$ cat src/rtl/core/fosss_pkg.sv
`default_nettype none

package fosss_pkg;

	// Configuration port
	localparam int unsigned CFG_IDX_W  = 2;
	localparam int unsigned CFG_DATA_W = 11;

	localparam logic [CFG_IDX_W-1:0] CFG_PWM_FAN_MODE      = 2'd0;
	localparam logic [CFG_IDX_W-1:0] CFG_START_DUTY        = 2'd1;
	localparam logic [CFG_IDX_W-1:0] CFG_MIN_START_VOLTAGE = 2'd2;

	localparam logic [10:0] MIN_START_VOLTAGE_RST = 11'd510;

	// DAC transfer: n = 4728800 - 4314 * (V - 100) microvolts, V in 0.01 V
	localparam logic [10:0] DAC_V_MIN    = 11'd510;
	localparam logic [10:0] DAC_V_MAX    = 11'd1198;
	localparam logic [10:0] DAC_V_OFFSET = 11'd100;
	localparam logic [22:0] DAC_NUM_UV   = 23'd4728800;
	localparam logic [22:0] DAC_SLOPE_UV = 23'd4314;
	localparam logic [13:0] DUTY_FULL    = 14'd10000;
	localparam logic [3:0]  DIV_LAST_BIT = 4'd13;

	// Sequencer constants
	localparam logic [10:0] RAMP_STEP  = 11'd10;
	localparam logic [11:0] RAMP_MAX   = 12'd2047;
	localparam logic [7:0]  WAIT_DCDC  = 8'hFF;
	localparam logic [7:0]  WAIT_RAMP  = 8'd5;
	localparam logic [7:0]  SPEED_MAX  = 8'd100;
	localparam logic [1:0]  PWR_ALL_ON = 2'b11;

	typedef enum logic [6:0] {
		SEQ_IDLE     = 7'b0000001,
		SEQ_PREBIAS  = 7'b0000010,
		SEQ_DCDC     = 7'b0000100,
		SEQ_RAMP     = 7'b0001000,
		SEQ_PWMSTART = 7'b0010000,
		SEQ_NORMAL   = 7'b0100000,
		SEQ_SHUT     = 7'b1000000
	} seq_state_t;

	// Commands from the controller to the datapath
	typedef struct packed {
		logic load;    // capture the input beat
		logic start;   // launch the DAC duty division
		logic commit;  // apply the tick to the sequencer registers
	} ctl_cmd_t;

	// Status from the datapath to the controller
	typedef struct packed {
		logic div_done;
	} dp_sts_t;

endpackage

`default_nettype wire

$ cat src/rtl/core/fosss_div.sv
`default_nettype none

module fosss_div
	import fosss_pkg::*;
(
	input  wire logic        clk,
	input  wire logic        arst_n,
	input  wire logic        start,
	input  wire logic [10:0] volts,
	input  wire logic [12:0] supply,
	output logic             done,
	output logic [13:0]      duty
);

	typedef enum logic [2:0] {
		D_IDLE = 3'b001,
		D_PREP = 3'b010,
		D_STEP = 3'b100
	} div_state_t;

	div_state_t         st_q;
	logic               done_q;
	logic signed [24:0] n_q;
	logic [12:0]        mv_q;
	logic [24:0]        rem_q;
	logic [25:0]        dvs_q;
	logic [13:0]        q_q;
	logic [3:0]         cnt_q;

	logic [10:0]        v_cl;
	logic [10:0]        v_off;
	logic [22:0]        prod;
	logic signed [24:0] n_d;
	logic [24:0]        n10;
	logic [26:0]        lim;
	logic               n_pos;
	logic               fits;

	always_comb begin
		if (volts > DAC_V_MAX) begin
			v_cl = DAC_V_MAX;
		end else if (volts < DAC_V_MIN) begin
			v_cl = DAC_V_MIN;
		end else begin
			v_cl = volts;
		end
		v_off = v_cl - DAC_V_OFFSET;
		prod  = 23'(v_off) * DAC_SLOPE_UV;
		n_d   = $signed({2'b00, DAC_NUM_UV}) - $signed({2'b00, prod});
	end

	assign n_pos = !n_q[24] && (n_q != 25'sd0);
	assign n10   = 25'(n_q[23:0]) * 25'd10;
	assign lim   = 27'(mv_q) * 27'd10000;
	assign fits  = {2'b00, n10} < lim;
	assign done  = done_q;
	assign duty  = q_q;

	always_ff @(posedge clk or negedge arst_n) begin
		if (!arst_n) begin
			st_q   <= D_IDLE;
			done_q <= 1'b0;
		end else begin
			done_q <= 1'b0;
			unique case (st_q)
				D_IDLE: begin
					if (start) begin
						st_q <= D_PREP;
					end
				end
				D_PREP: begin
					if (!n_pos || (mv_q != 13'd0 && fits)) begin
						st_q <= n_pos ? D_STEP : D_IDLE;
						done_q <= !n_pos;
					end else begin
						st_q   <= D_IDLE;
						done_q <= 1'b1;
					end
				end
				D_STEP: begin
					if (cnt_q == 4'd0) begin
						st_q   <= D_IDLE;
						done_q <= 1'b1;
					end
				end
				default: begin
					st_q <= D_IDLE;
				end
			endcase
		end
	end

	// Restoring division, one quotient bit per cycle, MSB first.
	always_ff @(posedge clk) begin
		unique case (st_q)
			D_IDLE: begin
				if (start) begin
					n_q  <= n_d;
					mv_q <= supply;
				end
			end
			D_PREP: begin
				if (!n_pos) begin
					q_q <= 14'd0;
				end else if (mv_q == 13'd0 || !fits) begin
					q_q <= DUTY_FULL;
				end else begin
					rem_q <= n10;
					dvs_q <= {mv_q, 13'd0};
					cnt_q <= DIV_LAST_BIT;
					q_q   <= 14'd0;
				end
			end
			D_STEP: begin
				if ({1'b0, rem_q} >= dvs_q) begin
					rem_q <= rem_q - dvs_q[24:0];
					q_q   <= {q_q[12:0], 1'b1};
				end else begin
					q_q   <= {q_q[12:0], 1'b0};
				end
				dvs_q <= dvs_q >> 1;
				cnt_q <= cnt_q - 4'd1;
			end
			default: begin
			end
		endcase
	end

	a_done_pulse: assert property (@(posedge clk) disable iff (!arst_n)
		done_q |=> !done_q)
		else $error("divider done lasted more than one cycle");

	a_duty_range: assert property (@(posedge clk) disable iff (!arst_n)
		done_q |-> q_q <= DUTY_FULL)
		else $error("DAC duty above full scale");

	a_start_idle: assert property (@(posedge clk) disable iff (!arst_n)
		start |-> st_q == D_IDLE)
		else $error("divider started while busy");

endmodule

`default_nettype wire

$ cat src/rtl/core/fosss_dp.sv
`default_nettype none

module fosss_dp
	import fosss_pkg::*;
#(
	parameter int unsigned PWM_STEPS = 1000
)
(
	input  wire logic                  clk,
	input  wire logic                  arst_n,
	input  wire logic                  cfg_we,
	input  wire logic [CFG_IDX_W-1:0]  cfg_index,
	input  wire logic [CFG_DATA_W-1:0] cfg_wdata,
	input  wire logic [10:0]           target_voltage,
	input  wire logic [7:0]            target_speed,
	input  wire logic [12:0]           supply_mv,
	input  wire logic                  turbo_mode,
	input  wire logic                  speed_update_request,
	input  wire logic                  upload_done,
	input  wire ctl_cmd_t              cmd,
	output dp_sts_t                    sts,
	output logic                       fan_power_enable,
	output logic                       dcdc_enable,
	output logic [9:0]                 fan_pwm_duty,
	output logic [13:0]                dac_duty,
	output logic                       upload_request,
	output logic                       output_on
);

	localparam logic [9:0] PWM_FULL = 10'(PWM_STEPS);

	// Configuration registers
	logic        mode_q;
	logic [9:0]  start_duty_q;
	logic [10:0] min_volt_q;

	// Captured input beat
	logic [10:0] tv_q;
	logic [7:0]  ts_q;
	logic [12:0] mv_q;
	logic        turbo_q;
	logic        sur_q;
	logic        ud_q;

	// Sequencer registers
	seq_state_t  seq_q;
	logic [7:0]  wait_q;
	logic [10:0] ramp_q;
	logic [9:0]  duty_q;
	logic [13:0] dac_q;
	logic        upl_q;
	logic        upd_q;
	logic [1:0]  pwr_q;

	seq_state_t  seq_d;
	logic [7:0]  wait_d;
	logic [10:0] ramp_d;
	logic [9:0]  duty_d;
	logic [13:0] dac_d;
	logic        upl_d;
	logic        upd_d;
	logic [1:0]  pwr_d;

	logic        upl_pre;
	logic        upd_pre;
	logic        off;
	logic [11:0] ramp_sum;
	logic [10:0] ramp_inc;
	logic [10:0] ramp_trb;
	logic [10:0] v_sel;
	logic [6:0]  speed_idx;
	logic [9:0]  pwm_val;
	logic [9:0]  pwm_lut [128];
	logic        div_done;
	logic [13:0] div_duty;

	// Speed percent to PWM steps, one constant entry per percent.
	for (genvar i = 0; i < 128; i++) begin : g_lut
		if (i <= 100) begin : g_used
			assign pwm_lut[i] = 10'((i * PWM_STEPS) / 100);
		end else begin : g_spare
			assign pwm_lut[i] = 10'd0;
		end
	end

	always_ff @(posedge clk or negedge arst_n) begin
		if (!arst_n) begin
			mode_q       <= 1'b0;
			start_duty_q <= 10'd0;
			min_volt_q   <= MIN_START_VOLTAGE_RST;
		end else if (cfg_we) begin
			unique case (cfg_index)
				CFG_PWM_FAN_MODE:      mode_q       <= cfg_wdata[0];
				CFG_START_DUTY:        start_duty_q <= cfg_wdata[9:0];
				CFG_MIN_START_VOLTAGE: min_volt_q   <= cfg_wdata;
				default: begin
				end
			endcase
		end
	end

	always_ff @(posedge clk) begin
		if (cmd.load) begin
			tv_q    <= target_voltage;
			ts_q    <= target_speed;
			mv_q    <= supply_mv;
			turbo_q <= turbo_mode;
			sur_q   <= speed_update_request;
			ud_q    <= upload_done;
		end
	end

	assign off       = (tv_q == 11'd0) || (ts_q == 8'd0);
	assign ramp_sum  = {1'b0, ramp_q} + {1'b0, RAMP_STEP};
	assign ramp_inc  = (ramp_sum > RAMP_MAX) ? RAMP_MAX[10:0] : ramp_sum[10:0];
	assign ramp_trb  = (ramp_inc > tv_q) ? tv_q : ramp_inc;
	assign speed_idx = (ts_q > SPEED_MAX) ? SPEED_MAX[6:0] : ts_q[6:0];
	assign pwm_val   = mode_q ? pwm_lut[speed_idx] : PWM_FULL;
	assign upl_pre   = upl_q & ~ud_q;
	assign upd_pre   = upd_q | sur_q;

	// Voltage whose DAC duty the coming tick may need.
	always_comb begin
		unique case (seq_q)
			SEQ_PREBIAS: v_sel = min_volt_q;
			SEQ_RAMP:    v_sel = (ramp_q >= tv_q) ? tv_q : ramp_inc;
			SEQ_NORMAL:  v_sel = turbo_q ? ramp_trb : tv_q;
			default:     v_sel = tv_q;
		endcase
	end

	fosss_div u_div (
		.clk    (clk),
		.arst_n (arst_n),
		.start  (cmd.start),
		.volts  (v_sel),
		.supply (mv_q),
		.done   (div_done),
		.duty   (div_duty)
	);

	assign sts.div_done = div_done;

	always_comb begin
		seq_d  = seq_q;
		wait_d = wait_q;
		ramp_d = ramp_q;
		duty_d = duty_q;
		dac_d  = dac_q;
		upl_d  = upl_pre;
		upd_d  = upd_pre;
		pwr_d  = pwr_q;
		unique case (seq_q)
			SEQ_PREBIAS: begin
				if (!upl_pre) begin
					ramp_d = min_volt_q;
					dac_d  = div_duty;
					upl_d  = 1'b1;
					wait_d = WAIT_DCDC;
					seq_d  = SEQ_DCDC;
				end
			end
			SEQ_DCDC: begin
				if (!upl_pre) begin
					if (wait_q != 8'd0) begin
						wait_d = wait_q - 8'd1;
					end else begin
						pwr_d = PWR_ALL_ON;
						seq_d = mode_q ? SEQ_PWMSTART : SEQ_RAMP;
					end
				end
			end
			SEQ_RAMP: begin
				if (off) begin
					seq_d = SEQ_SHUT;
				end
				if (!upl_pre) begin
					if (ramp_q >= tv_q) begin
						dac_d = div_duty;
						seq_d = SEQ_NORMAL;
						upl_d = 1'b1;
					end else if (wait_q != 8'd0) begin
						wait_d = wait_q - 8'd1;
					end else begin
						ramp_d = ramp_inc;
						dac_d  = div_duty;
						wait_d = WAIT_RAMP;
						upl_d  = 1'b1;
					end
				end
			end
			SEQ_PWMSTART: begin
				duty_d = pwm_val;
				seq_d  = SEQ_NORMAL;
				upl_d  = 1'b1;
			end
			SEQ_NORMAL: begin
				if (off) begin
					seq_d = SEQ_SHUT;
				end
				if (upd_pre && !upl_pre) begin
					if (!turbo_q) begin
						duty_d = pwm_val;
						dac_d  = mode_q ? 14'd0 : div_duty;
						ramp_d = tv_q;
						upl_d  = 1'b1;
						upd_d  = 1'b0;
					end else if (wait_q != 8'd0) begin
						wait_d = wait_q - 8'd1;
					end else if (!mode_q) begin
						// Slow turbo ramp; the request stays open until the target is hit.
						ramp_d = ramp_trb;
						dac_d  = div_duty;
						wait_d = WAIT_RAMP;
						upl_d  = 1'b1;
						upd_d  = (ramp_trb < tv_q);
					end else begin
						duty_d = pwm_val;
						upl_d  = 1'b1;
						upd_d  = 1'b0;
					end
				end
			end
			SEQ_SHUT: begin
				pwr_d  = 2'b00;
				duty_d = 10'd0;
				dac_d  = 14'd0;
				upl_d  = 1'b1;
				ramp_d = 11'd0;
				upd_d  = 1'b0;
				seq_d  = SEQ_IDLE;
			end
			default: begin
				seq_d = SEQ_IDLE;
				if (tv_q != 11'd0 || ts_q != 8'd0) begin
					dac_d  = 14'd0;
					wait_d = 8'd0;
					duty_d = start_duty_q;
					upl_d  = 1'b1;
					seq_d  = mode_q ? SEQ_DCDC : SEQ_PREBIAS;
				end
			end
		endcase
	end

	always_ff @(posedge clk or negedge arst_n) begin
		if (!arst_n) begin
			seq_q  <= SEQ_IDLE;
			wait_q <= 8'd0;
			ramp_q <= 11'd0;
			duty_q <= 10'd0;
			dac_q  <= 14'd0;
			upl_q  <= 1'b0;
			upd_q  <= 1'b0;
			pwr_q  <= 2'b00;
		end else if (cmd.commit) begin
			seq_q  <= seq_d;
			wait_q <= wait_d;
			ramp_q <= ramp_d;
			duty_q <= duty_d;
			dac_q  <= dac_d;
			upl_q  <= upl_d;
			upd_q  <= upd_d;
			pwr_q  <= pwr_d;
		end
	end

	assign fan_power_enable = pwr_q[0];
	assign dcdc_enable      = pwr_q[1];
	assign fan_pwm_duty     = duty_q;
	assign dac_duty         = dac_q;
	assign upload_request   = upl_q;
	assign output_on        = (seq_q == SEQ_RAMP) || (seq_q == SEQ_PWMSTART) ||
	                          (seq_q == SEQ_NORMAL);

endmodule

`default_nettype wire

$ cat src/rtl/core/fosss_ctrl.sv
`default_nettype none

module fosss_ctrl
	import fosss_pkg::*;
(
	input  wire logic    clk,
	input  wire logic    arst_n,
	input  wire logic    in_valid,
	output logic         in_ready,
	output logic         out_valid,
	input  wire logic    out_ready,
	input  wire dp_sts_t sts,
	output ctl_cmd_t     cmd
);

	typedef enum logic [3:0] {
		P_IDLE  = 4'b0001,
		P_CALC  = 4'b0010,
		P_WAIT  = 4'b0100,
		P_APPLY = 4'b1000
	} phase_t;

	phase_t phase_q;
	logic   out_valid_q;

	assign in_ready   = (phase_q == P_IDLE);
	assign cmd.load   = in_valid && in_ready;
	assign cmd.start  = (phase_q == P_CALC);
	// The tick is applied only once the previous result beat has left.
	assign cmd.commit = (phase_q == P_APPLY) && (!out_valid_q || out_ready);
	assign out_valid  = out_valid_q;

	always_ff @(posedge clk or negedge arst_n) begin
		if (!arst_n) begin
			phase_q     <= P_IDLE;
			out_valid_q <= 1'b0;
		end else begin
			if (cmd.commit) begin
				out_valid_q <= 1'b1;
			end else if (out_ready) begin
				out_valid_q <= 1'b0;
			end
			unique case (phase_q)
				P_IDLE: begin
					if (cmd.load) begin
						phase_q <= P_CALC;
					end
				end
				P_CALC: begin
					phase_q <= P_WAIT;
				end
				P_WAIT: begin
					if (sts.div_done) begin
						phase_q <= P_APPLY;
					end
				end
				P_APPLY: begin
					if (cmd.commit) begin
						phase_q <= P_IDLE;
					end
				end
				default: begin
					phase_q <= P_IDLE;
				end
			endcase
		end
	end

	a_commit_beat: assert property (@(posedge clk) disable iff (!arst_n)
		cmd.commit |=> out_valid_q)
		else $error("applied tick produced no result beat");

	a_one_item: assert property (@(posedge clk) disable iff (!arst_n)
		cmd.load |=> !in_ready)
		else $error("second beat taken while a tick is in flight");

	a_done_waited: assert property (@(posedge clk) disable iff (!arst_n)
		sts.div_done |-> phase_q == P_WAIT)
		else $error("division finished with no tick waiting on it");

endmodule

`default_nettype wire

$ cat src/rtl/core/fan_output_softstart_sequencer_unit.sv
// An accepted input beat yields its result beat once its tick is applied; the DAC duty
// is set directly when it saturates or is zero, else the 14-bit serial division runs.
// The divider produces one quotient bit per cycle, and a new beat is taken only after
// the previous tick has been applied.
// Reset (arst_n low, asynchronous): sequencer idle, enables off, duties and flags
// cleared, configuration at its defaults; no clearing pass is needed.
`default_nettype none

module fan_output_softstart_sequencer_unit
	import fosss_pkg::*;
#(
	parameter int unsigned PWM_STEPS = 1000
)
(
	input  wire logic                  clk,
	input  wire logic                  arst_n,
	input  wire logic                  cfg_we,
	input  wire logic [CFG_IDX_W-1:0]  cfg_index,
	input  wire logic [CFG_DATA_W-1:0] cfg_wdata,
	input  wire logic                  in_valid,
	output logic                       in_ready,
	input  wire logic [10:0]           target_voltage,
	input  wire logic [7:0]            target_speed,
	input  wire logic [12:0]           supply_mv,
	input  wire logic                  turbo_mode,
	input  wire logic                  speed_update_request,
	input  wire logic                  upload_done,
	output logic                       out_valid,
	input  wire logic                  out_ready,
	output logic                       fan_power_enable,
	output logic                       dcdc_enable,
	output logic [9:0]                 fan_pwm_duty,
	output logic [13:0]                dac_duty,
	output logic                       upload_request,
	output logic                       output_on
);

	// Each input beat is one control tick of the fan power sequencer. The
	// controller captures the beat, launches the DAC duty division for the
	// voltage the tick may need, waits for it, and then applies the tick to
	// the sequencer registers in a single cycle.
	//
	// The sequencer registers themselves drive the result ports. They change
	// only when a tick is applied, and a tick is applied only once the
	// previous result beat has been taken, so the result stays stable while
	// out_valid is high and back-pressure on the output never loses a beat.

	ctl_cmd_t cmd;
	dp_sts_t  sts;

	fosss_ctrl u_ctrl (
		.clk       (clk),
		.arst_n    (arst_n),
		.in_valid  (in_valid),
		.in_ready  (in_ready),
		.out_valid (out_valid),
		.out_ready (out_ready),
		.sts       (sts),
		.cmd       (cmd)
	);

	// The datapath holds the configuration registers, the captured beat, the
	// seven-state sequencer with its wait counter, ramp setpoint and duty
	// registers, and the serial divider that turns volts into a DAC duty.
	fosss_dp #(
		.PWM_STEPS (PWM_STEPS)
	) u_dp (
		.clk                  (clk),
		.arst_n               (arst_n),
		.cfg_we               (cfg_we),
		.cfg_index            (cfg_index),
		.cfg_wdata            (cfg_wdata),
		.target_voltage       (target_voltage),
		.target_speed         (target_speed),
		.supply_mv            (supply_mv),
		.turbo_mode           (turbo_mode),
		.speed_update_request (speed_update_request),
		.upload_done          (upload_done),
		.cmd                  (cmd),
		.sts                  (sts),
		.fan_power_enable     (fan_power_enable),
		.dcdc_enable          (dcdc_enable),
		.fan_pwm_duty         (fan_pwm_duty),
		.dac_duty             (dac_duty),
		.upload_request       (upload_request),
		.output_on            (output_on)
	);

endmodule

`default_nettype wire
$ cat config.mk
export PLATFORM = sky130hd
export DESIGN_NAME = fan_output_softstart_sequencer_unit
export DESIGN_NICKNAME = d
export VERILOG_FILES = /design/src/rtl/core/fosss_pkg.sv /design/src/rtl/core/fosss_div.sv /design/src/rtl/core/fosss_dp.sv /design/src/rtl/core/fosss_ctrl.sv /design/src/rtl/core/fan_output_softstart_sequencer_unit.sv
export SDC_FILE = /design/constraint.sdc
export NUM_CORES = 1
export LEC_CHECK = 0
export BUFFER_PORTS_ARGS = -buffer_cell sky130_fd_sc_hd__clkbuf_2
export CORE_MARGIN = 10
export CORE_UTILIZATION = 25
export DETAILED_ROUTE_END_ITERATION = 6
export GPL_TIMING_DRIVEN = 0
export PLACE_DENSITY_LB_ADDON = 0.2
export SLEW_MARGIN = 20
export SYNTH_ARGS = -nofsm -noshare
export SYNTH_HDL_FRONTEND = slang
export SYNTH_SLANG_ARGS = --single-unit
$ cat constraint.sdc
create_clock -name clk -period 12.4 [get_ports clk]
set_input_delay 1.24 -clock clk [delete_from_list [all_inputs] [get_ports clk]]
set_output_delay 1.24 -clock clk [all_outputs]
set_load 0.01 [all_outputs]
==> results of run 1 <==
stage by stage:
| step | util, % | cells | hold WS, ns |
|---|---|---|---|
| after CTS | 28.9 | 3146 | 0.422 |
| after floorplan | - | 2034 | 0.400 |
| after global placement | 27.5 | 3085 | 0.405 |
| final | 28.9 | 3147 | 0.420 |
| after global routing | 28.9 | 3146 | 0.434 |
| after detailed placement | 27.6 | 3092 | 0.407 |
flip-flops by register name, summed over array words and instances (netlist names), 3 cells and up:
register and flops:
u_dp.fan_pwm_duty 10, u_dp.dac_duty 14, u_dp.u_div.rem_q 25, u_dp.min_volt_q 11
u_dp.u_div.n_q 23, u_dp.ramp_q 11, u_dp.u_div.duty 14, u_dp.u_div.st_q 3
u_dp.start_duty_q 10, u_dp.u_div.cnt_q 4, u_dp.mv_q 13, u_dp.u_div.dvs_q 26
u_dp.ts_q 8, u_ctrl.phase_q 4, u_dp.wait_q 8, u_dp.tv_q 11
u_dp.seq_q 7, u_dp.u_div.mv_q 13
worst max-delay path: cells and delay by family, from the launching register on:
family	cells	cell delay, ns
compound gates	15	4.10
xor+xnor	2	0.31
fa+ha+maj	9	3.44
buf+inv	3	0.19
flops	1	0.44
simple gates	9	2.77
kinds of logic after synthesis:
| logic type | after synthesis |
|---|---|
| flops | 224 |
| mux | 36 |
| xor+xnor | 98 |
| buf+inv | 280 |
| compound gates | 507 |
| simple gates | 573 |
| fa+ha+maj | 316 |
layout by cell type, fill, tap and decap left out, types with 14 or more instances in the layout:
cell type,n
a211oi_1,14
nand4_1,14
xnor2_1,58
nand3_1,42
a21oi_1,139
a31oi_1,32
and3_1,23
o21ai_0,132
mux2_2,32
nor2b_1,18
a21o_1,36
nand2_1,187
nor3_1,40
dfrtp_1,73
clkbuf_16,30
ha_1,261
nor2_1,153
clkbuf_2,81
fa_1,55
o21a_1,17
xor2_1,40
edfxtp_1,140
nand2b_1,20
clkbuf_1,45
inv_1,234
path summary, 6_finish.rpt:
check	startpoint	endpoint	slack, ns	depth (start not counted)
worst max-delay path	u_dp.ramp_q[1]	u_dp.u_div.n_q[22]	0.84	38
worst min register to register	u_dp.mv_q[12]	u_dp.u_div.mv_q[12]	0.42	0
worst min-delay path	u_dp.mv_q[12]	u_dp.u_div.mv_q[12]	0.42	0
max in group asynchronous	arst_n	u_dp.ramp_q[6]	11.18	1
min in group asynchronous	arst_n	u_dp.fan_pwm_duty[1]	0.70	1
worst max register to register	u_dp.ramp_q[1]	u_dp.u_div.n_q[22]	0.84	38
routing by layer:
| layer | global-route usage, % | share of wire, % |
|---|---|---|
| met5 | 0 | 0 |
| met4 | 2.53 | 1.9 |
| met3 | 2.03 | 4.4 |
| met2 | 20.5 | 46 |
| met1 | 16.9 | 48 |
final cells by class:
| cell class | instances | area (um^2) |
|---|---|---|
| fillers | 7957 | 53200 |
| multi-input cells | 1530 | 11600 |
| flip-flops and latches | 224 | 6320 |
| well taps | 969 | 1210 |
| inverters | 235 | 882 |
| clock buffers | 38 | 811 |
| repair buffers | 89 | 479 |
| clock inverters | 16 | 181 |
| plain buffers | 45 | 180 |
| diodes | 1 | 2.50 |
timing repair:
| item | in CTS | in global routing |
|---|---|---|
| gates resized for setup | 0 | 1 |
| hold buffers | 0 | 0 |
| setup endpoints to repair | 0 | 6 |
==> impl_metrics.py, run 1 <==
metrics = {
    "status": {
        "status": "complete, no violations",
    },
    "grt": {
        "grt_pass1_vias": 15500,
        "grt_overflow_total": 0,
        "grt_pass1_wl_um": 87100,
        "grt_max_degree": 85,
        "grt_use_total_pct": 12.4,
        "antenna_found_initial": 1,
    },
    "floorplanning": {
        "start_util_pct": 25.3,
        "die_w_um": 295,
        "die_h_um": 295,
        "coreArea_mm2": 0.0748,
        "die_area_mm2": 0.0872,
        "io_pins": 83,
        "rows": 100,
    },
    "synthesis": {
        "synth_common_cells": "ha_1, inv_1, nand2_1",
        "synth_flop_cell": "edfxtp_1",
        "ys_types": 80,
        "synthMuxAreaShare_pct": 2.11,
        "ys_ff_latch": 224,
        "synth_edf_count": 140,
        "synth-simple-area-share_pct": 14.2,
        "yosysSeqAreaShare_pct": 33.4,
        "synth_area_leaders": "edfxtp_1, ha_1, dfrtp_1, fa_1, inv_1",
        "synth_top_family_by_area": "adder cells",
        "synth.most_common_cell": "ha_1",
        "yosys.area.top_type": "edfxtp_1",
        "async_reset_ff_share_pct": 37.5,
        "ys_warn_count": 0,
        "synth_compound_area_share_pct": 17.1,
        "synth_top_area_share_pct": 22.2,
        "avgSynthCellArea_um2": 9.31,
        "syn_inst": 2034,
        "synth_xor_area_share_pct": 4.53,
        "synthesis.area_mm2": 0.0189,
        "synth_nets": 2403,
        "synth_fa_ha_area_share_pct": 23.1,
    },
    "sta": {
        "max-slew-margin-rel_pct": 27.2,
        "min_period_ns": 11.56,
        "period_share_pct": 93.2,
        "setup_viol": 0,
        "tns_ns": 0,
        "hold_viol_final": 0,
        "worst_clock_skew_ns": 0.0144,
        "timing.fmax_mhz": 86.5,
        "drv_slew": 0,
        "rsz0062_at_grt": "false",
        "worst_slack_ns": 0.842,
        "worst_pin_slew_ns": 1.08,
    },
    "placement": {
        "numPortBuffers": 82,
        "pre_cts_ws_ns": 0.531,
        "dpl_cell_area_mm2": 0.0206,
        "place_congestion": 0.910,
        "hpwl_um": 44500,
    },
    "detailed_routing": {
        "postRouteAntennaNets": 0,
        "num_vias": 15400,
        "drcViolationCount": 0,
        "wl_per_cell_um": 17.6,
        "initialDrtViolationCount": 895,
        "dr.pass1.iters": 5,
        "wl_um": 55300,
        "viasPerCell": 4.88,
    },
    "setup_path": {
        "worst_path_max_delay_cell": "fa_1",
        "end_kind": "flip-flop",
        "start_kind": "flip-flop",
        "cp.required_ns": 12.70,
        "cpPeakStageDelay_ns": 0.50,
        "crit_type": "reg2reg",
        "path_max_fanout": 9,
        "path_common_cell": "ha_1",
        "arrival_ns": 11.86,
    },
    "layout": {
        "final_layout_size_suffix_gt1_share_pct": 10.1,
        "final_area_mm2": 0.0217,
        "area_delta_synth_final_pct": 14.3,
        "fin_nets": 2523,
    },
    "worst_hold_path": {
        "hold_path.class": "reg2reg",
    },
    "clock_tree": {
        "clock-root-buffer": "clkbuf_16",
        "ctsLongestPathBuffers": 3,
        "cts_setup_buffers": 0,
        "insertion_delay_ns": 0.58,
        "cts_sinks": 224,
        "numCtsBuffers": 29,
        "cts_max_level": 1,
        "cts_tree": "built",
        "clkTransAtPathRegs_ns": 0.06,
    },
    "flow_run": {
        "max-cap-violations": 0,
    },
}
Power of run 1 is not shown: default switching activity piles up to over one toggle a cycle in this logic, so the estimate is an artifact.
==> inputs of run 2 (changes only) <==
- SYNTH_HIERARCHICAL: unset -> 1
==> run 2 against run 1 <==
- register-to-register slack improved by 0.14 ns
- wire length decreased by 1.8%
- critical endpoint is now u_dp/u_div/n_q[22]
- hold slack got worse by 0.0029 ns
- clock-buffer cell count increased by 1
- synthesized area increased by 1.4%
- fmax increased by 1.2%
- final cell count increased by 1.2%
- via count decreased by 1.2%
- critical path depth increased by 2
- cell area increased by 1.6%
==> impl_metrics.py, run 2 <==
metrics = {
    "setup_path": {
        "end_kind": "flip-flop",
        "path_max_fanout": 7,
        "worst_path_max_delay_cell": "fa_1",
        "r2r_cells": 40,
        "r2r-end": "u_dp/u_div/n_q[22]",
        "reg2reg_slack_ns": 0.98,
        "cp.required_ns": 12.72,
        "path_common_cell": "ha_1",
        "start_kind": "flip-flop",
        "startpoint": "u_dp/ramp_q[1]",
        "rr_startpoint": "u_dp/ramp_q[1]",
        "crit_type": "reg2reg",
        "cpPeakStageDelay_ns": 0.54,
        "crit_path_end": "u_dp/u_div/n_q[22]",
        "arrival_ns": 11.74,
    },
    "status": {
        "status": "complete, no violations",
    },
    "synthesis": {
        "synth_nets": 2377,
        "synth_edf_count": 140,
        "yosys.area.top_type": "edfxtp_1",
        "synth.most_common_cell": "ha_1",
        "synth_top_area_share_pct": 21.9,
        "yosysSeqAreaShare_pct": 32.9,
        "async_reset_ff_share_pct": 37.5,
        "ys_ff_latch": 224,
        "syn_inst": 2014,
        "synth_area_leaders": "edfxtp_1, ha_1, dfrtp_1, fa_1, inv_1",
        "ys_types": 97,
        "ys_warn_count": 6,
        "synth_flop_cell": "edfxtp_1",
        "synth_common_cells": "ha_1, inv_1, nand2_1",
        "synthesis.area_mm2": 0.0192,
        "avgSynthCellArea_um2": 9.53,
    },
    "layout": {
        "reg_top3": "u_dp/u_div/dvs_q x26, u_dp/u_div/rem_q x25, u_dp/u_div/n_q x23",
        "n_antenna_cell": 0,
        "final_common_cell": "ha_1",
        "final_cell_mix": "ha_1, inv_1, nand2_1, edfxtp_1, nor2_1",
        "n_fill_cell": 8107,
        "largest_reg_flops": 26,
        "max_flop_register": "u_dp/u_div/dvs_q",
        "final_layout_size_suffix_gt1_share_pct": 11.8,
        "area_delta_synth_final_pct": 14.6,
        "final_area_mm2": 0.0220,
        "fin_nets": 2495,
    },
    "clock_tree": {
        "cts_sinks": 224,
        "clkTransAtPathRegs_ns": 0.07,
        "cts_hold_buf": 0,
        "ctsLongestPathBuffers": 3,
        "cts_max_level": 1,
        "cts_tree": "built",
        "clock-root-buffer": "clkbuf_16",
        "numCtsBuffers": 31,
        "insertion_delay_ns": 0.59,
        "cts_setup_buffers": 0,
    },
    "floorplanning": {
        "start_util_pct": 25.2,
        "coreArea_mm2": 0.0761,
        "die_area_mm2": 0.0883,
        "die_w_um": 297,
        "io_pins": 83,
        "rows": 101,
        "die_h_um": 297,
    },
    "sta": {
        "rsz0062_at_grt": "false",
        "worst_clock_skew_ns": 0.0179,
        "setup_viol": 0,
        "drv_slew": 0,
        "timing.fmax_mhz": 87.6,
        "tns_ns": 0,
        "hold_viol_final": 0,
        "min_period_ns": 11.42,
        "worst_pin_slew_ns": 0.861,
        "max-slew-margin-rel_pct": 42.5,
        "worst_slack_ns": 0.982,
        "period_share_pct": 92.1,
    },
    "detailed_routing": {
        "drcViolationCount": 0,
        "postRouteAntennaNets": 0,
        "wl_um": 54300,
        "wl_per_cell_um": 17.0,
        "num_vias": 15200,
        "viasPerCell": 4.76,
        "initialDrtViolationCount": 947,
        "dr.pass1.iters": 5,
    },
    "placement": {
        "hpwl_um": 43500,
        "numPortBuffers": 82,
        "pre_cts_ws_ns": 0.818,
        "dpl_cell_area_mm2": 0.0210,
        "place_congestion": 0.877,
    },
    "flow_run": {
        "max-cap-violations": 0,
    },
    "grt": {
        "antenna_found_initial": 0,
        "grt_pass1_vias": 15500,
        "grt_use_total_pct": 12.0,
        "grt_max_degree": 45,
        "grt_overflow_total": 0,
        "grt_pass1_wl_um": 86700,
    },
    "worst_hold_path": {
        "hold_path.class": "reg2reg",
    },
}
run 2: cell types whose count changed in the layout (fill, tap and decap cells not counted), sizes merged, moves of 10 or more:
cell / previous run / this run
inv: 239 / 207
buf: 12 / 29
a31oi: 32 / 16
nor2: 155 / 141
nand2: 187 / 175
nand3: 43 / 31
a21oi: 139 / 128
clkbuf: 160 / 150
run 2: worst min-delay path by stage:
stage                 startpoint                  to  slack, ns  cells after the start
floorplan           u_dp/mv_q[0]  u_dp/u_div/mv_q[0]       0.40                      0
global placement    u_dp/mv_q[9]  u_dp/u_div/mv_q[9]       0.41                      0
detailed placement  u_dp/mv_q[4]  u_dp/u_div/mv_q[4]       0.40                      0
CTS                 u_dp/mv_q[8]  u_dp/u_div/mv_q[8]       0.42                      0
global route        u_dp/mv_q[9]  u_dp/u_div/mv_q[9]       0.43                      0
finish              u_dp/mv_q[8]  u_dp/u_div/mv_q[8]       0.42                      0
run 2: final cells by class:
cell class | count | area, um^2 | share of cell area (%)
repair buffers | 85 | 494 | 2.25
inverters | 206 | 773 | 3.52
well taps | 1030 | 1290 | 5.86
clock inverters | 18 | 163 | 0.739
multi-input cells | 1529 | 11900 | 53.9
flip-flops and latches | 224 | 6320 | 28.7
plain buffers | 55 | 272 | 1.23
clock buffers | 39 | 836 | 3.80
run 2: critical path: cells and delay by family, from the launching register on:
kind	cells	cell delay, ns
buffers and inverters	3	0.27
XOR/XNOR	2	0.33
adder cells (fa/ha/maj)	10	4.10
AO/OA/AOI/OAI	16	3.83
flip-flops	1	0.45
AND/OR/NAND/NOR	9	2.16
run 2: per-layer routing:
metal	vias to the layer above	GRT usage, %	share of wire [%]	wire (um)
met5	-	0	0	0
met4	0	3.90	3.2	1740
met3	81	1.80	3.8	2040
met2	275	19.7	46	25000
met1	7261	15.9	47	25500
li1	7545	-	-	-
run 2: kinds of logic (layout without fill, tap and decap cells):
family | after synthesis | in the layout | synth area share [%]
and+or+nand+nor | 558 | 558 | 14.4
buffers and inverters | 261 | 403 | 5.44
xor gates and xnor gates | 98 | 98 | 4.51
AOI/OAI and AO/OA | 526 | 526 | 18.3
muxes | 36 | 36 | 2.08
adders and majority gates | 311 | 311 | 22.4
DFF | 224 | 224 | 32.9
run 2: timing repair:
item                                   4_1_cts  5_1_grt
resized for setup                            0        1
endpoints found under the hold margin        0        0
setup endpoints to repair                    0        1
run 2: stage by stage:
step                std cells  hold WS (ns)  utilization (%)
floorplan                2014         0.400                -
global placement         3126         0.406             27.5
detailed placement       3129         0.405             27.6
CTS                      3186         0.419             28.9
global route             3186         0.433             28.9
finish                   3186         0.417             28.9
Power of run 2 is left out for the same reason.
==> inputs of run 3 (changes only) <==
- ABC_AREA: unset -> 1
==> run 3 against run 2 <==
- final cell count rose by 13%
- via count rose by 7.0%
- global-route usage fell by 0.34 points
- sequential share of layout area fell by 0.32 points
- critical path depth rose by 12
- synthesized area rose by 1.5%
- fmax rose by 4.3%
- die area rose by 1.4%
- flip-flop and latch count did not move
- wire length fell by 2.5%
- cell area rose by 1.1%
- first-iteration DRC count fell by 9.6%
- critical path type unchanged
- critical endpoint is now u_dp/u_div/n_q[21]
==> impl_metrics.py, run 3 <==
metrics = {
    "clock_tree": {
        "clkTransAtPathRegs_ns": 0.06,
        "cts_hold_buf": 0,
        "clock-root-buffer": "clkbuf_16",
        "cts_setup_buffers": 0,
        "cts_max_level": 1,
        "numCtsBuffers": 26,
        "ctsLongestPathBuffers": 3,
        "cts_tree": "built",
        "cts_sinks": 224,
        "cts_resized": 0,
        "insertion_delay_ns": 0.56,
    },
    "layout": {
        "n_antenna_cell": 0,
        "final_layout_size_suffix_gt1_share_pct": 9.80,
        "final_common_cell": "nand2_1",
        "final_cell_mix": "nand2_1, inv_1, ha_1, nor2_1, o21ai_0",
        "fin_nets": 2894,
        "max_flop_register": "u_dp/u_div/dvs_q",
        "largest_reg_flops": 26,
        "utilization_pct": 28.8,
        "area_delta_synth_final_pct": 14.2,
        "reg_top3": "u_dp/u_div/dvs_q x26, u_dp/u_div/rem_q x25, u_dp/u_div/n_q x23",
    },
    "floorplanning": {
        "die_w_um": 299,
        "rows": 102,
        "coreArea_mm2": 0.0773,
        "start_util_pct": 25.2,
        "die_h_um": 299,
        "die_area_mm2": 0.0895,
        "io_pins": 83,
    },
    "synthesis": {
        "yosysSeqAreaShare_pct": 32.4,
        "synth_area_leaders": "edfxtp_1, ha_1, nand2_1, dfrtp_1, inv_1",
        "synth_flop_cell": "edfxtp_1",
        "ys_warn_count": 6,
        "ys_ff_latch": 224,
        "syn_inst": 2414,
        "ys_types": 62,
        "synth_common_cells": "nand2_1, inv_1, ha_1",
        "synthesis.area_mm2": 0.0195,
        "synth.most_common_cell": "nand2_1",
        "synth_top_area_share_pct": 21.6,
        "async_reset_ff_share_pct": 37.5,
        "synth_nets": 2777,
        "synth_edf_count": 140,
        "yosys.area.top_type": "edfxtp_1",
        "avgSynthCellArea_um2": 8.07,
    },
    "detailed_routing": {
        "wl_per_cell_um": 14.7,
        "drcViolationCount": 0,
        "num_vias": 16200,
        "wl_um": 53000,
        "initialDrtViolationCount": 856,
        "viasPerCell": 4.52,
        "postRouteAntennaNets": 0,
        "dr.pass1.iters": 5,
    },
    "sta": {
        "period_share_pct": 88.3,
        "drv_slew": 0,
        "setup_viol": 0,
        "rsz0062_at_grt": "false",
        "worst_clock_skew_ns": 0.0258,
        "max-slew-margin-rel_pct": 39.7,
        "timing.fmax_mhz": 91.4,
        "min_period_ns": 10.94,
        "worst_pin_slew_ns": 0.897,
        "tns_ns": 0,
        "hold_viol_final": 0,
        "worst_slack_ns": 1.46,
    },
    "setup_path": {
        "cpPeakStageDelay_ns": 0.69,
        "arrival_ns": 11.23,
        "start_kind": "flip-flop",
        "cp.required_ns": 12.69,
        "crit_family": "adder cells",
        "path_max_fanout": 10,
        "r2r_cells": 52,
        "end_kind": "flip-flop",
        "path_buf_inv": 10,
        "path_common_cell": "nand2_1",
        "crit_cells": 52,
        "crit_type": "reg2reg",
        "reg2reg_slack_ns": 1.46,
        "worst_path_max_delay_cell": "nor3_1",
    },
    "worst_hold_path": {
        "hold_path_depth": 0,
        "hold_path.class": "reg2reg",
    },
    "placement": {
        "numPortBuffers": 82,
        "hpwl_um": 43700,
        "pre_cts_ws_ns": 1.40,
        "place_congestion": 0.875,
    },
    "flow_run": {
        "max-cap-violations": 0,
    },
    "grt": {
        "grt_pass1_vias": 16500,
        "grt_max_degree": 71,
        "grt_pass1_wl_um": 86600,
        "antenna_found_initial": 1,
        "grt_overflow_total": 0,
        "grt_use_total_pct": 11.7,
    },
    "status": {
        "status": "complete, no violations",
    },
}
[run 3: worst register-to-register path: cells and delay by family (launching register included)]
kind,cells,cell delay (ns)
AO/OA/AOI/OAI,8,2.06
AND/OR/NAND/NOR,24,2.99
adder cells (fa/ha/maj),9,3.82
flip-flops,1,0.43
buffers and inverters,10,1.05
XOR/XNOR,1,0.37
[run 3: metrics by stage]
step | cells | cell area, um^2 | hold slack [ns]
final | 3591 | 22200 | 0.417
after detailed placement | 3543 | 21300 | 0.405
after CTS | 3591 | 22200 | 0.413
after floorplan | 2414 | 19500 | 0.400
after global routing | 3591 | 22200 | 0.427
after global placement | 3536 | 21200 | 0.404
[run 3: cells by family after synthesis]
logic type / synth area share, %
AOI/OAI and AO/OA: 11.1
xor gates and xnor gates: 4.00
adders and majority gates: 22.0
buffers and inverters: 8.37
DFF: 32.4
and+or+nand+nor: 22.1
[run 3: final cells by class]
class | instances | area [um^2]
multi-input combinational | 1764 | 11600
buffer | 35 | 163
clock inverter | 15 | 119
inverter | 391 | 1470
clock buffer | 33 | 793
tap | 1040 | 1300
timing repair buffer | 89 | 528
fill | 8427 | 55100
sequential | 224 | 6320
[run 3: path summary, 6_finish.rpt]
kind                                 from                  to
setup / recovery           u_dp/ramp_q[1]  u_dp/u_div/n_q[21]
hold / removal               u_dp/mv_q[8]  u_dp/u_div/mv_q[8]
setup reg to reg           u_dp/ramp_q[1]  u_dp/u_div/n_q[21]
hold reg to reg              u_dp/mv_q[8]  u_dp/u_div/mv_q[8]
max in group asynchronous          arst_n  u_dp/min_volt_q[1]
min in group asynchronous          arst_n    u_dp/dac_duty[1]
[run 3: layer usage]
layer | GRT usage, % | vias to the layer above | part of all wire, %
met3 | 1.51 | 67 | 3.8
met4 | 2.60 | 0 | 2.1
met1 | 15.1 | 7653 | 46
met5 | 0 | - | 0
li1 | - | 8226 | -
met2 | 20.4 | 280 | 48
Power of run 3 is left out for the same reason.
